===== src/rtl/elmc_pkg.sv =====
package elmc_pkg;

	// request codes
	localparam logic [2:0] REQ_TICK      = 3'd0;
	localparam logic [2:0] REQ_REST      = 3'd1;
	localparam logic [2:0] REQ_INHIBIT   = 3'd2;
	localparam logic [2:0] REQ_RELIGHT   = 3'd3;
	localparam logic [2:0] REQ_FUNC_TEST = 3'd4;
	localparam logic [2:0] REQ_DUR_TEST  = 3'd5;
	localparam logic [2:0] REQ_STOP_TEST = 3'd6;
	localparam logic [2:0] REQ_LAMP_CLR  = 3'd7;

	// default test / inhibit lengths in ticks
	localparam logic [11:0] DUR_TEST_TICKS_DEF  = 12'd3600;
	localparam logic [9:0]  INHIBIT_TICKS_DEF   = 10'd900;
	localparam logic [2:0]  FUNC_TEST_TICKS_DEF = 3'd5;

	localparam int unsigned PROLONG_STEP = 30;
	localparam int unsigned EMG_STEP     = 60 * 60;
	localparam int unsigned TOT_STEP     = 60 * 60 * 4;
	localparam logic [11:0] EMG_LAST     = 12'(EMG_STEP - 1);
	localparam logic [13:0] TOT_LAST     = 14'(TOT_STEP - 1);
	localparam logic [6:0]  FULL_PERCENT = 7'd100;

	// x / 120 = (x >> 3) / 15, and /15 as * 4370 >> 16 (exact for x < 4096)
	localparam logic [12:0] DUR_RECIP = 13'd4370;
	// p * 254 / 100 as p * 166462 >> 16 (exact for p <= 100)
	localparam logic [17:0] CHARGE_RECIP = 18'd166462;

	typedef struct packed {
		logic emg_inc;
		logic tot_inc;
		logic clear;
	} lamp_ctl_t;

endpackage


===== src/rtl/elmc_req_if.sv =====
interface elmc_req_if;
	logic       valid;
	logic       ready;
	logic [2:0] req_type;
	logic       mains_on;
	logic       shorten_test;
	logic [6:0] battery_percent;

	modport source (output valid, req_type, mains_on, shorten_test, battery_percent,
		input ready);
	modport sink (input valid, req_type, mains_on, shorten_test, battery_percent,
		output ready);
endinterface


===== src/rtl/elmc_rsp_if.sv =====
interface elmc_rsp_if;
	logic       valid;
	logic       ready;
	logic [5:0] mode_bits;
	logic [5:0] status_bits;
	logic [7:0] failure_bits;
	logic [7:0] battery_charge;
	logic [7:0] duration_result;
	logic [7:0] lamp_emergency_hours;
	logic [7:0] lamp_total_units;

	modport source (output valid, mode_bits, status_bits, failure_bits, battery_charge,
		duration_result, lamp_emergency_hours, lamp_total_units, input ready);
	modport sink (input valid, mode_bits, status_bits, failure_bits, battery_charge,
		duration_result, lamp_emergency_hours, lamp_total_units, output ready);
endinterface


===== src/rtl/elmc_lamp_timer.sv =====
// Lamp time counters kept as quotient/remainder pairs, so the coarse
// units need no divider. Quotients stick at 255.
module elmc_lamp_timer
	import elmc_pkg::*;
(
	input  logic      clk,
	input  logic      arst_n,
	input  logic      step,
	input  lamp_ctl_t ctl,
	output logic [7:0] emg_hours,
	output logic [7:0] tot_units
);

	logic [11:0] emg_rem_q, emg_rem_n;
	logic [7:0]  emg_hr_q, emg_hr_n;
	logic [13:0] tot_rem_q, tot_rem_n;
	logic [7:0]  tot_un_q, tot_un_n;

	always_comb begin
		emg_rem_n = emg_rem_q;
		emg_hr_n  = emg_hr_q;
		tot_rem_n = tot_rem_q;
		tot_un_n  = tot_un_q;
		if (ctl.clear) begin
			emg_rem_n = '0;
			emg_hr_n  = '0;
			tot_rem_n = '0;
			tot_un_n  = '0;
		end
		if (ctl.emg_inc && emg_hr_q != 8'hFF) begin
			if (emg_rem_q == EMG_LAST) begin
				emg_rem_n = '0;
				emg_hr_n  = emg_hr_q + 8'd1;
			end else begin
				emg_rem_n = emg_rem_q + 12'd1;
			end
		end
		if (ctl.tot_inc && tot_un_q != 8'hFF) begin
			if (tot_rem_q == TOT_LAST) begin
				tot_rem_n = '0;
				tot_un_n  = tot_un_q + 8'd1;
			end else begin
				tot_rem_n = tot_rem_q + 14'd1;
			end
		end
	end

	always_ff @(posedge clk or negedge arst_n) begin
		if (!arst_n) begin
			emg_rem_q <= '0;
			emg_hr_q  <= '0;
			tot_rem_q <= '0;
			tot_un_q  <= '0;
		end else if (step) begin
			emg_rem_q <= emg_rem_n;
			emg_hr_q  <= emg_hr_n;
			tot_rem_q <= tot_rem_n;
			tot_un_q  <= tot_un_n;
		end
	end

	assign emg_hours = emg_hr_n;
	assign tot_units = tot_un_n;

endmodule


===== src/rtl/elmc_mode_core.sv =====
// Mode machine, status flags and test counters. Results reflect the
// state after the item.
module elmc_mode_core
	import elmc_pkg::*;
#(
	parameter logic [11:0] DURATION_TEST_TICKS = DUR_TEST_TICKS_DEF,
	parameter logic [9:0]  INHIBIT_TICKS       = INHIBIT_TICKS_DEF,
	parameter logic [2:0]  FUNCTION_TEST_TICKS = FUNC_TEST_TICKS_DEF
) (
	input  logic       clk,
	input  logic       arst_n,
	input  logic       step,
	input  logic [7:0] prolong_time,
	input  logic [2:0] req_type,
	input  logic       mains_on,
	input  logic       shorten_test,
	input  logic [6:0] battery_percent,
	output lamp_ctl_t  lamp_ctl,
	output logic [5:0] mode_bits,
	output logic [5:0] status_bits,
	output logic [7:0] failure_bits,
	output logic [7:0] battery_charge,
	output logic [7:0] duration_result
);

	typedef enum logic [2:0] {
		M_NORMAL, M_INHIBIT, M_REST, M_EMERG, M_EXT, M_FUNC, M_DUR
	} mode_t;

	mode_t       mode_q, mode_n, tgt;
	logic        enter;
	logic        inh_q, inh_n;
	logic        fdone_q, fdone_n, ddone_q, ddone_n, chg_q, chg_n;
	logic        fpend_q, fpend_n, dpend_q, dpend_n;
	logic        bfail_q, bfail_n;
	logic [9:0]  icnt_q, icnt_n;
	logic [12:0] pcnt_q, pcnt_n;
	logic [2:0]  fcnt_q, fcnt_n, fcnt_inc;
	logic [11:0] dcnt_q, dcnt_n, dcnt_inc;
	logic [12:0] plim;
	logic [6:0]  batt;
	logic        full, empty;
	logic [21:0] dprod;
	logic [24:0] cprod;

	assign batt  = (battery_percent > FULL_PERCENT) ? FULL_PERCENT : battery_percent;
	assign full  = (batt == FULL_PERCENT);
	assign empty = (batt == 7'd0);
	assign plim  = 13'(prolong_time) * 13'(PROLONG_STEP);
	assign fcnt_inc = (fcnt_q != 3'd7) ? fcnt_q + 3'd1 : fcnt_q;
	assign dcnt_inc = (dcnt_q != 12'hFFF) ? dcnt_q + 12'd1 : dcnt_q;

	always_comb begin
		mode_n  = mode_q;
		tgt     = mode_q;
		enter   = 1'b0;
		inh_n   = inh_q;
		fdone_n = fdone_q;
		ddone_n = ddone_q;
		chg_n   = chg_q;
		fpend_n = fpend_q;
		dpend_n = dpend_q;
		bfail_n = bfail_q;
		icnt_n  = icnt_q;
		pcnt_n  = pcnt_q;
		fcnt_n  = fcnt_q;
		dcnt_n  = dcnt_q;
		lamp_ctl = '0;

		case (req_type)
			REQ_TICK: begin
				case (mode_q)
					M_FUNC: begin
						if (!mains_on) begin
							enter = 1'b1; tgt = M_EMERG;
						end else begin
							fcnt_n = fcnt_inc;
							if (fcnt_inc == FUNCTION_TEST_TICKS) begin
								fdone_n = 1'b1;
								enter = 1'b1; tgt = M_NORMAL;
							end
						end
					end
					M_DUR: begin
						if (!mains_on) begin
							enter = 1'b1; tgt = M_EMERG;
						end else begin
							dcnt_n = dcnt_inc;
							if (dcnt_inc == DURATION_TEST_TICKS || shorten_test || empty) begin
								ddone_n = 1'b1;
								enter = 1'b1; tgt = M_NORMAL;
							end
							if (shorten_test) begin
								dcnt_n = DURATION_TEST_TICKS;
							end
							if (empty) begin
								bfail_n = 1'b1;
							end
						end
					end
					M_NORMAL: begin
						if (!mains_on) begin
							enter = 1'b1; tgt = M_EMERG;
						end else if (fpend_q && full) begin
							enter = 1'b1; tgt = M_FUNC;
						end else if (dpend_q && full) begin
							enter = 1'b1; tgt = M_DUR;
						end
					end
					M_INHIBIT: begin
						if (!mains_on) begin
							enter = 1'b1; tgt = M_REST;
						end else if (icnt_q >= INHIBIT_TICKS) begin
							enter = 1'b1; tgt = M_NORMAL;
						end else if (icnt_q != 10'h3FF) begin
							icnt_n = icnt_q + 10'd1;
						end
					end
					M_REST: begin
						if (mains_on) begin
							enter = 1'b1; tgt = M_NORMAL;
						end
					end
					M_EMERG: begin
						if (mains_on) begin
							enter  = 1'b1;
							tgt    = (prolong_time != 8'd0) ? M_EXT : M_NORMAL;
							pcnt_n = '0;
						end else if (empty) begin
							enter = 1'b1; tgt = M_REST;
						end else begin
							lamp_ctl.emg_inc = 1'b1;
						end
					end
					M_EXT: begin
						if (!mains_on) begin
							enter = 1'b1; tgt = M_EMERG;
						end else if (pcnt_q >= plim || empty) begin
							enter = 1'b1; tgt = M_NORMAL;
						end else if (pcnt_q != 13'h1FFF) begin
							pcnt_n = pcnt_q + 13'd1;
						end
					end
					default: begin
						enter = 1'b1; tgt = M_NORMAL;
					end
				endcase
				chg_n = full;
				lamp_ctl.tot_inc = 1'b1;
			end
			REQ_REST: begin
				if (mode_q == M_EMERG) begin
					enter = 1'b1; tgt = M_REST;
				end
			end
			REQ_INHIBIT: begin
				if (mode_q == M_NORMAL) begin
					enter = 1'b1; tgt = M_INHIBIT;
					icnt_n = '0;
				end else if (mode_q == M_INHIBIT) begin
					icnt_n = '0;
				end
			end
			REQ_RELIGHT: begin
				if (mode_q == M_REST) begin
					enter = 1'b1; tgt = M_EMERG;
				end else if (mode_q == M_INHIBIT) begin
					enter = 1'b1; tgt = M_NORMAL;
				end
			end
			REQ_FUNC_TEST: begin
				if (mode_q == M_NORMAL) begin
					enter = 1'b1; tgt = M_FUNC;
				end else begin
					fpend_n = 1'b1;
				end
			end
			REQ_DUR_TEST: begin
				if (mode_q == M_NORMAL && full) begin
					enter = 1'b1; tgt = M_DUR;
				end else begin
					dpend_n = 1'b1;
				end
			end
			REQ_STOP_TEST: begin
				if (mode_q == M_DUR || mode_q == M_FUNC) begin
					enter = 1'b1; tgt = M_NORMAL;
				end
				fpend_n = 1'b0;
				dpend_n = 1'b0;
			end
			default: begin
				lamp_ctl.clear = 1'b1;
			end
		endcase

		// side effects of a mode entry
		if (enter) begin
			mode_n = tgt;
			if (tgt == M_INHIBIT) begin
				inh_n = 1'b1;
			end else if (tgt != M_REST) begin
				inh_n = 1'b0;
			end
			if (tgt == M_FUNC) begin
				fdone_n = 1'b0;
				fpend_n = 1'b0;
				fcnt_n  = '0;
			end else if (tgt == M_DUR) begin
				ddone_n = 1'b0;
				dpend_n = 1'b0;
				dcnt_n  = '0;
			end
		end

		// step is applied to the lamp counters only when the item moves
		lamp_ctl.emg_inc = lamp_ctl.emg_inc & step;
		lamp_ctl.tot_inc = lamp_ctl.tot_inc & step;
		lamp_ctl.clear   = lamp_ctl.clear & step;
	end

	always_ff @(posedge clk or negedge arst_n) begin
		if (!arst_n) begin
			mode_q  <= M_NORMAL;
			inh_q   <= 1'b0;
			fdone_q <= 1'b0;
			ddone_q <= 1'b0;
			chg_q   <= 1'b0;
			fpend_q <= 1'b0;
			dpend_q <= 1'b0;
			bfail_q <= 1'b0;
			icnt_q  <= '0;
			pcnt_q  <= '0;
			fcnt_q  <= '0;
			dcnt_q  <= '0;
		end else if (step) begin
			mode_q  <= mode_n;
			inh_q   <= inh_n;
			fdone_q <= fdone_n;
			ddone_q <= ddone_n;
			chg_q   <= chg_n;
			fpend_q <= fpend_n;
			dpend_q <= dpend_n;
			bfail_q <= bfail_n;
			icnt_q  <= icnt_n;
			pcnt_q  <= pcnt_n;
			fcnt_q  <= fcnt_n;
			dcnt_q  <= dcnt_n;
		end
	end

	always_comb begin
		case (mode_n)
			M_REST:               mode_bits = 6'b000001;
			M_NORMAL, M_INHIBIT:  mode_bits = 6'b000010;
			M_EMERG:              mode_bits = 6'b000100;
			M_EXT:                mode_bits = 6'b001000;
			M_FUNC:               mode_bits = 6'b010000;
			default:              mode_bits = 6'b100000;
		endcase
	end

	assign status_bits  = {dpend_n, fpend_n, chg_n, ddone_n, fdone_n, inh_n};
	assign failure_bits = {5'b0, bfail_n, 2'b0};

	assign dprod           = 22'(dcnt_n[11:3]) * 22'(DUR_RECIP);
	assign duration_result = {2'b0, dprod[21:16]};
	assign cprod           = 25'(batt) * 25'(CHARGE_RECIP);
	assign battery_charge  = cprod[23:16];

endmodule


===== src/rtl/emergency_lighting_mode_controller.sv =====
// Accepted requests go to the input stage, then to the result register driving rsp.
// Throughput: one request per cycle unless rsp stalls; the mode logic sits
// between the input stage and the result register, and state is updated as the
// request moves to the result. Reset (arst_n low, asynchronous): normal mode,
// all flags, counters and lamp times cleared, prolong_time zero, both stages empty.
module emergency_lighting_mode_controller
	import elmc_pkg::*;
#(
	parameter logic [11:0] DURATION_TEST_TICKS = DUR_TEST_TICKS_DEF,
	parameter logic [9:0]  INHIBIT_TICKS       = INHIBIT_TICKS_DEF,
	parameter logic [2:0]  FUNCTION_TEST_TICKS = FUNC_TEST_TICKS_DEF
) (
	input  logic       clk,
	input  logic       arst_n,
	elmc_req_if.sink   req,
	elmc_rsp_if.source rsp,
	input  logic       cfg_wr_en,
	input  logic [7:0] cfg_wr_data
);

	// extended emergency length in 30 s steps
	logic [7:0] prolong_q;

	// input stage: holds one accepted request
	logic       v_s1;
	logic [2:0] req_type_s1;
	logic       mains_on_s1;
	logic       shorten_s1;
	logic [6:0] batt_s1;

	// result register
	logic       out_v_q;
	logic [5:0] mode_q, status_q;
	logic [7:0] fail_q, charge_q, dur_q, emg_q, tot_q;

	// core results for the request in the input stage
	logic [5:0] mode_c, status_c;
	logic [7:0] fail_c, charge_c, dur_c, emg_c, tot_c;
	lamp_ctl_t  lamp_ctl;

	logic out_free;  // result register can be loaded this cycle
	logic step;      // request in s1 moves to the result register

	assign out_free  = !out_v_q || rsp.ready;
	assign step      = v_s1 && out_free;
	// s1 can take a new request when empty or when it drains this cycle
	assign req.ready = !v_s1 || out_free;

	always_ff @(posedge clk or negedge arst_n) begin
		if (!arst_n) begin
			prolong_q <= '0;
		end else if (cfg_wr_en) begin
			prolong_q <= cfg_wr_data;
		end
	end

	always_ff @(posedge clk or negedge arst_n) begin
		if (!arst_n) begin
			v_s1 <= 1'b0;
		end else if (req.ready) begin
			v_s1 <= req.valid;
		end
	end

	// payload: no reset needed
	always_ff @(posedge clk) begin
		if (req.ready && req.valid) begin
			req_type_s1 <= req.req_type;
			mains_on_s1 <= req.mains_on;
			shorten_s1  <= req.shorten_test;
			batt_s1     <= req.battery_percent;
		end
	end

	elmc_mode_core #(
		.DURATION_TEST_TICKS(DURATION_TEST_TICKS),
		.INHIBIT_TICKS(INHIBIT_TICKS),
		.FUNCTION_TEST_TICKS(FUNCTION_TEST_TICKS)
	) u_core (
		.clk(clk),
		.arst_n(arst_n),
		.step(step),
		.prolong_time(prolong_q),
		.req_type(req_type_s1),
		.mains_on(mains_on_s1),
		.shorten_test(shorten_s1),
		.battery_percent(batt_s1),
		.lamp_ctl(lamp_ctl),
		.mode_bits(mode_c),
		.status_bits(status_c),
		.failure_bits(fail_c),
		.battery_charge(charge_c),
		.duration_result(dur_c)
	);

	// lamp times kept as coarse units plus remainder
	elmc_lamp_timer u_lamp (
		.clk(clk),
		.arst_n(arst_n),
		.step(step),
		.ctl(lamp_ctl),
		.emg_hours(emg_c),
		.tot_units(tot_c)
	);

	always_ff @(posedge clk or negedge arst_n) begin
		if (!arst_n) begin
			out_v_q <= 1'b0;
		end else if (out_free) begin
			out_v_q <= v_s1;
		end
	end

	always_ff @(posedge clk) begin
		if (step) begin
			mode_q   <= mode_c;
			status_q <= status_c;
			fail_q   <= fail_c;
			charge_q <= charge_c;
			dur_q    <= dur_c;
			emg_q    <= emg_c;
			tot_q    <= tot_c;
		end
	end

	assign rsp.valid                = out_v_q;
	assign rsp.mode_bits            = mode_q;
	assign rsp.status_bits          = status_q;
	assign rsp.failure_bits         = fail_q;
	assign rsp.battery_charge       = charge_q;
	assign rsp.duration_result      = dur_q;
	assign rsp.lamp_emergency_hours = emg_q;
	assign rsp.lamp_total_units     = tot_q;

endmodule


===== src/flat_wrapper.sv =====
// flat-port wrapper written by rule: the top's interface ports become plain ports
module emergency_lighting_mode_controller_flat import elmc_pkg::*;
#(
	parameter logic [11:0] DURATION_TEST_TICKS = DUR_TEST_TICKS_DEF,
	parameter logic [9:0]  INHIBIT_TICKS       = INHIBIT_TICKS_DEF,
	parameter logic [2:0]  FUNCTION_TEST_TICKS = FUNC_TEST_TICKS_DEF
)
  (clk, arst_n, cfg_wr_en, cfg_wr_data, req_valid, req_req_type, req_mains_on, req_shorten_test, req_battery_percent, req_ready, rsp_valid, rsp_mode_bits, rsp_status_bits, rsp_failure_bits, rsp_battery_charge, rsp_duration_result, rsp_lamp_emergency_hours, rsp_lamp_total_units, rsp_ready);
  elmc_req_if req_i ();
  elmc_rsp_if rsp_i ();
  input  logic clk;
  input  logic arst_n;
  input  logic cfg_wr_en;
  input  logic [7:0] cfg_wr_data;
  input wire logic [$bits(req_i.valid)-1:0] req_valid;
  input wire logic [$bits(req_i.req_type)-1:0] req_req_type;
  input wire logic [$bits(req_i.mains_on)-1:0] req_mains_on;
  input wire logic [$bits(req_i.shorten_test)-1:0] req_shorten_test;
  input wire logic [$bits(req_i.battery_percent)-1:0] req_battery_percent;
  output wire logic [$bits(req_i.ready)-1:0] req_ready;
  output wire logic [$bits(rsp_i.valid)-1:0] rsp_valid;
  output wire logic [$bits(rsp_i.mode_bits)-1:0] rsp_mode_bits;
  output wire logic [$bits(rsp_i.status_bits)-1:0] rsp_status_bits;
  output wire logic [$bits(rsp_i.failure_bits)-1:0] rsp_failure_bits;
  output wire logic [$bits(rsp_i.battery_charge)-1:0] rsp_battery_charge;
  output wire logic [$bits(rsp_i.duration_result)-1:0] rsp_duration_result;
  output wire logic [$bits(rsp_i.lamp_emergency_hours)-1:0] rsp_lamp_emergency_hours;
  output wire logic [$bits(rsp_i.lamp_total_units)-1:0] rsp_lamp_total_units;
  input wire logic [$bits(rsp_i.ready)-1:0] rsp_ready;
  assign req_i.valid = req_valid;
  assign req_i.req_type = req_req_type;
  assign req_i.mains_on = req_mains_on;
  assign req_i.shorten_test = req_shorten_test;
  assign req_i.battery_percent = req_battery_percent;
  assign req_ready = req_i.ready;
  assign rsp_valid = rsp_i.valid;
  assign rsp_mode_bits = rsp_i.mode_bits;
  assign rsp_status_bits = rsp_i.status_bits;
  assign rsp_failure_bits = rsp_i.failure_bits;
  assign rsp_battery_charge = rsp_i.battery_charge;
  assign rsp_duration_result = rsp_i.duration_result;
  assign rsp_lamp_emergency_hours = rsp_i.lamp_emergency_hours;
  assign rsp_lamp_total_units = rsp_i.lamp_total_units;
  assign rsp_i.ready = rsp_ready;
  emergency_lighting_mode_controller #(.DURATION_TEST_TICKS(DURATION_TEST_TICKS), .INHIBIT_TICKS(INHIBIT_TICKS), .FUNCTION_TEST_TICKS(FUNCTION_TEST_TICKS)) u_core (.clk(clk), .arst_n(arst_n), .req(req_i), .rsp(rsp_i), .cfg_wr_en(cfg_wr_en), .cfg_wr_data(cfg_wr_data));
endmodule

===== config.mk =====
export PLATFORM = sky130hd
export DESIGN_NAME = emergency_lighting_mode_controller_flat
export DESIGN_NICKNAME = d
export VERILOG_FILES = /design/src/rtl/elmc_pkg.sv /design/src/rtl/elmc_req_if.sv /design/src/rtl/elmc_rsp_if.sv /design/src/rtl/elmc_lamp_timer.sv /design/src/rtl/elmc_mode_core.sv /design/src/rtl/emergency_lighting_mode_controller.sv /design/src/flat_wrapper.sv
export SDC_FILE = /design/constraint.sdc
export NUM_CORES = 1
export LEC_CHECK = 0
export CAP_MARGIN = 20
export CORE_ASPECT_RATIO = 1.75
export CORE_MARGIN = 1
export CORE_UTILIZATION = 25
export DETAILED_ROUTE_END_ITERATION = 10
export DONT_BUFFER_PORTS = 1
export SYNTH_ARGS = -nofsm -noshare
export SYNTH_HDL_FRONTEND = slang
export SYNTH_HIERARCHICAL = 1
export SYNTH_SLANG_ARGS = --single-unit

===== constraint.sdc =====
create_clock -name clk -period 18.78 [get_ports clk]
set_input_delay 0.939 -clock clk [delete_from_list [all_inputs] [get_ports clk]]
set_output_delay 0.939 -clock clk [all_outputs]
set_load 0.05 [all_outputs]

==> results <==
- STA puts the critical path data arrival time at 8910 ps.
- For this run, the detailed router's first-pass iteration total came to 5.
- The wire length per cell is 15.3 um.
- By area, the combinational part of the netlist is dominated by adder cells.
- The largest fanout on the critical path is 17.
- Power spread over the standard cell area amounts to 94.2 nW/um2.
- Ranked by total cell area, the synthesized netlist is headed by sky130_fd_sc_hd__dfrtp_1 (20%), sky130_fd_sc_hd__edfxtp_1 (16%), sky130_fd_sc_hd__ha_1 (14%).
- The clock passes through at most 2 buffers.
- The area growth from synthesis to layout is 8.81%.
- The fmax is 0.115 GHz.
- The most repeated library cell on the critical path is sky130_fd_sc_hd__ha_1.
- The slew at the pin closest to its max-slew limit is 932 ps.
- The switching power is 0.506 mW.
- Using the TritonRoute via totals, the vias-per-cell ratio works out to 4.87.
- Among all cell types in the netlist, the one instantiated most often is sky130_fd_sc_hd__ha_1.
- After Yosys synthesis, full adders, half adders and majority gates account for 18.7% of the synthesized area.
- The worst voltage drop across the vdd grid is 0.0463 mV.
- The setup-violating endpoint count in the final report is 0.
- After clock tree synthesis, the setup repair step added 0 buffers.
- The initial utilization of the core area, before any placement, comes to 25.4%.
- The TritonCTS clock tree is yes.
- TritonCTS created 17 clock buffers.
- At the end of the flow the core is filled with cells to 27.7%.
- The via count of the first global-routing pass came to 9555.
- Net switching is 39.8% of the power.
- 0 antenna diodes ended up in the layout.
- The basic-gate share of the synthesized area counting and, or, nand and nor cells is 18.3%.
- The final count of pins violating max slew was 0.
- The analysis attributes to cell leakage a power of 5.90 nW.
- In the post-route analysis, the smallest setup slack over all paths is 10070 ps.
- The clock-pin slew on the worst setup and hold paths is 80 ps.
- The number of unique standard cell types used by synthesis is 85.
- During placement, the flow inserted port buffers numbering 0.
- Headroom to the max-slew limit came out at 37.9%.
- The worst setup timing slack at the placement stage is 10170 ps.
- The final instance area is 13500 um2.
- For the finished layout, the period the worst path requires is 8710 ps.
- The synthesized design contains 64 enable-type register cells.
- The overflow left after global routing is 0.
- The via count of the routed design is 9457.
- The type of destination of the critical path is a register.
- The number of max-capacitance violations reported is 0.
- The clock net sink count is 164.
- The violation count after the first detailed-routing iteration is 536.
- Synthesis inferred 164 register bits.
- The slowest stage of the critical path belongs to the cell sky130_fd_sc_hd__nor3b_4.
- On the worst path, the slowest cell contributes a delay of 720 ps.
- The final hold violation count is 0.
- The placed wire-length estimate after detailed placement is 22800 um.
- The mean cell area of the mapped netlist is 9.48 um2.
- In the synthesized netlist the dominant register cell turns out to be sky130_fd_sc_hd__dfrtp_1.
- The classification of the worst-slack hold path is in2async.
- The cell type with the largest total area after synthesis is sky130_fd_sc_hd__dfrtp_1.
- After detailed routing, the number of remaining DRC violations is 0.
- The gate count of the mapped netlist is 1306.
- The remaining number of nets flagged by the antenna check after routing is 0.
- The commonest cells after synthesis are sky130_fd_sc_hd__ha_1 (134), sky130_fd_sc_hd__inv_1 (112), sky130_fd_sc_hd__nand2_1 (106).
- In the global route stage, overall resource usage came out at 12.4%.
- The accumulated negative setup slack is 0 ps.
- The total chip power is 1.27 mW.
- The I/O pin total is 79.
- The clock tree root driver cell is sky130_fd_sc_hd__clkbuf_16.
- The die outline height is 296 um.
- Clock skew on the completed layout was measured at 11.7 ps.
- The clock network burns 27.6% of the power.
- The insertion delay of the later-clocked pin in the worst-skew pair is 450 ps.
- In the final design database the tool counted 1464 nets.
- Entering global routing, the biggest net connects 101 pins.
- The overall die area is 50500 um2.
- The worst endpoint required time is 18990 ps.
- After synthesis the cells add up to 12400 um2.
- The number of buffers inserted by hold repair at cts is 0.
- The cell-internal power is 0.764 mW.
- The combinational share of power is 31.6%.
- The worst hold slack is 196 ps.
- The die outline width is 170 um.
- The flow ran to the end, and the final reports show no timing, DRC or antenna violations.
- Including well taps, the total number of placed cells is 1908.
- The core area is 48700 um2.
- After Yosys synthesis, XOR and XNOR cells account for 2.55% of the synthesized area.
- Sequential cells account for 40.8% of the total power.
- The first global-routing pass estimated 49100 um of wire.
- The final layout contains routed wiring with a total length of 29700 um.
- Summed over its instances, the top area cell type makes up 20.2% of the synthesized netlist area.
- Setup repair after global routing left no endpoint under its margin.
- After clock tree synthesis, the repair step resized 0 gates.
- At the end of routability-driven placement, the weighted congestion stood at 0.877.
- The synthesized netlist devotes 16.0% of its cell area to compound gates.
- Of the cells placed in the final design, the portion with a size suffix greater than 1 is 7.39%.
- The type of the setup path with the least slack is reg2reg.
- Dividing the final minimum period by the clock period gives 46.4%.
- The H-tree depth is 4.
- Sequential cells were found to cover 35.7% of the synthesized design area.
- Leaving out filler cells and counting taps, the final layout contains 1940.
- During synthesis, Yosys emitted a total of 6 warnings.
- The proportion of synthesized area in mux cells is 2.44%.
- After floorplanning, the core was divided into 107 placement rows.
- The number of antenna violations at the first check in global routing came to 0.
- After detailed placement, the total cell area comes to 12900 um2.
- STA classifies the critical path startpoint as a register.
- The fraction of registers with async set or reset after synthesis is 61.0%.
## cell type report
| type | count | area [um2] |
|---|---|---|
| fillers | 5154 | 35300 |
| well taps | 654 | 818 |
| repair buffers | 2 | 15.0 |
| inverters | 112 | 420 |
| multi-input cells | 976 | 7220 |
| clock buffers | 17 | 425 |
| clock inverters | 15 | 156 |
| flip-flops and latches | 164 | 4420 |
## layout by cell type, fill, tap and decap left out, types with 10 or more instances in the layout
| cell type | synthesis | final |
|---|---|---|
| sky130_fd_sc_hd__nand4_1 | 22 | 22 |
| sky130_fd_sc_hd__dfrtp_1 | 100 | 100 |
| sky130_fd_sc_hd__a21o_1 | 18 | 18 |
| sky130_fd_sc_hd__o21ai_1 | 16 | 16 |
| sky130_fd_sc_hd__nand3_1 | 49 | 49 |
| sky130_fd_sc_hd__mux2_2 | 10 | 10 |
| sky130_fd_sc_hd__o21ai_0 | 67 | 67 |
| sky130_fd_sc_hd__nand2b_1 | 16 | 16 |
| sky130_fd_sc_hd__clkbuf_16 | 0 | 17 |
| sky130_fd_sc_hd__fa_1 | 32 | 32 |
| sky130_fd_sc_hd__nand2_1 | 106 | 106 |
| sky130_fd_sc_hd__and3_1 | 20 | 20 |
| sky130_fd_sc_hd__a21oi_1 | 77 | 77 |
| sky130_fd_sc_hd__and2_1 | 13 | 12 |
| sky130_fd_sc_hd__xnor2_1 | 18 | 18 |
| sky130_fd_sc_hd__edfxtp_1 | 64 | 64 |
| sky130_fd_sc_hd__xor2_1 | 18 | 18 |
| sky130_fd_sc_hd__o22ai_1 | 10 | 10 |
| sky130_fd_sc_hd__or2_2 | 12 | 12 |
| sky130_fd_sc_hd__nor2_1 | 92 | 92 |
| sky130_fd_sc_hd__inv_1 | 112 | 112 |
| sky130_fd_sc_hd__or3_1 | 16 | 16 |
| sky130_fd_sc_hd__a31oi_1 | 14 | 14 |
| sky130_fd_sc_hd__ha_1 | 134 | 134 |
| sky130_fd_sc_hd__nor3_1 | 30 | 30 |
| sky130_fd_sc_hd__o21a_1 | 13 | 13 |
| sky130_fd_sc_hd__a22o_1 | 14 | 14 |
| sky130_fd_sc_hd__nor2b_1 | 14 | 14 |
## power groups by stage
stage	sequential (mW)	clock, mW	combinational, mW
3_3_place_gp	0.524	0	0.392
6_report	0.518	0.351	0.401
2_1_floorplan	0.493	0	0.346
4_1_cts	0.518	0.364	0.405
3_5_place_dp	0.526	0	0.403
5_1_grt	0.526	0.376	0.465
## per-layer routing
layer / track usage (%) / wire length [um]
met3: 2.34 / 1150
met2: 22.7 / 15700
met1: 13.4 / 11700
met4: 6.46 / 1140
met5: 0 / 0
## critical path: cells and delay by family (launching register included)
family	cells	cell delay (ps)
xor+xnor	2	310
buf+inv	2	90
compound gates	14	2740
simple gates	8	1960
flops	1	450
fa+ha+maj	8	2910
## final timing paths
kind                                                     start                                      end  slack [ps]  cells after the start
setup / recovery               u_core/prolong_q[0]$_DFFE_PN0P_  u_core/rsp.duration_result[2]$_DFFE_PP_       10070                     34
hold / removal                                          arst_n          u_core/prolong_q[0]$_DFFE_PN0P_         200                      0
setup reg to reg               u_core/prolong_q[0]$_DFFE_PN0P_  u_core/rsp.duration_result[2]$_DFFE_PP_       10070                     34
hold reg to reg            u_core/u_core/icnt_q[9]$_DFFE_PN0P_      u_core/u_core/icnt_q[9]$_DFFE_PN0P_         490                      2
max in group asynchronous                               arst_n    u_core/u_lamp/emg_hr_q[3]$_DFFE_PN0P_       18350                      0
min in group clk           u_core/u_core/icnt_q[9]$_DFFE_PN0P_      u_core/u_core/icnt_q[9]$_DFFE_PN0P_         490                      2
## logic make-up after synthesis
logic type	Yosys count
fa+ha+maj	166
simple gates	435
other cells	1
buf+inv	174
xor+xnor	36
mux	25
flops	164
compound gates	305
## sequential cells by signal, summed over array words and instances, names as in the netlist, 3 cells and up
signal,count
u_core/u_core/mode_q,3
u_core/u_core/dcnt_q,12
u_core/u_core/pcnt_q,13
u_core/rsp.failure_bits,8
u_core/rsp.duration_result,8
u_core/rsp.status_bits,6
u_core/rsp.lamp_total_units,8
u_core/rsp.battery_charge,8
u_core/rsp.mode_bits,6
u_core/u_lamp/tot_un_q,8
u_core/u_lamp/emg_rem_q,12
u_core/u_core/fcnt_q,3
u_core/u_core/icnt_q,10
u_core/u_lamp/emg_hr_q,8
u_core/rsp.lamp_emergency_hours,8
u_core/prolong_q,8
u_core/req_type_s1,3
u_core/batt_s1,7
u_core/u_lamp/tot_rem_q,14
(Power assumes the default switching activity.)
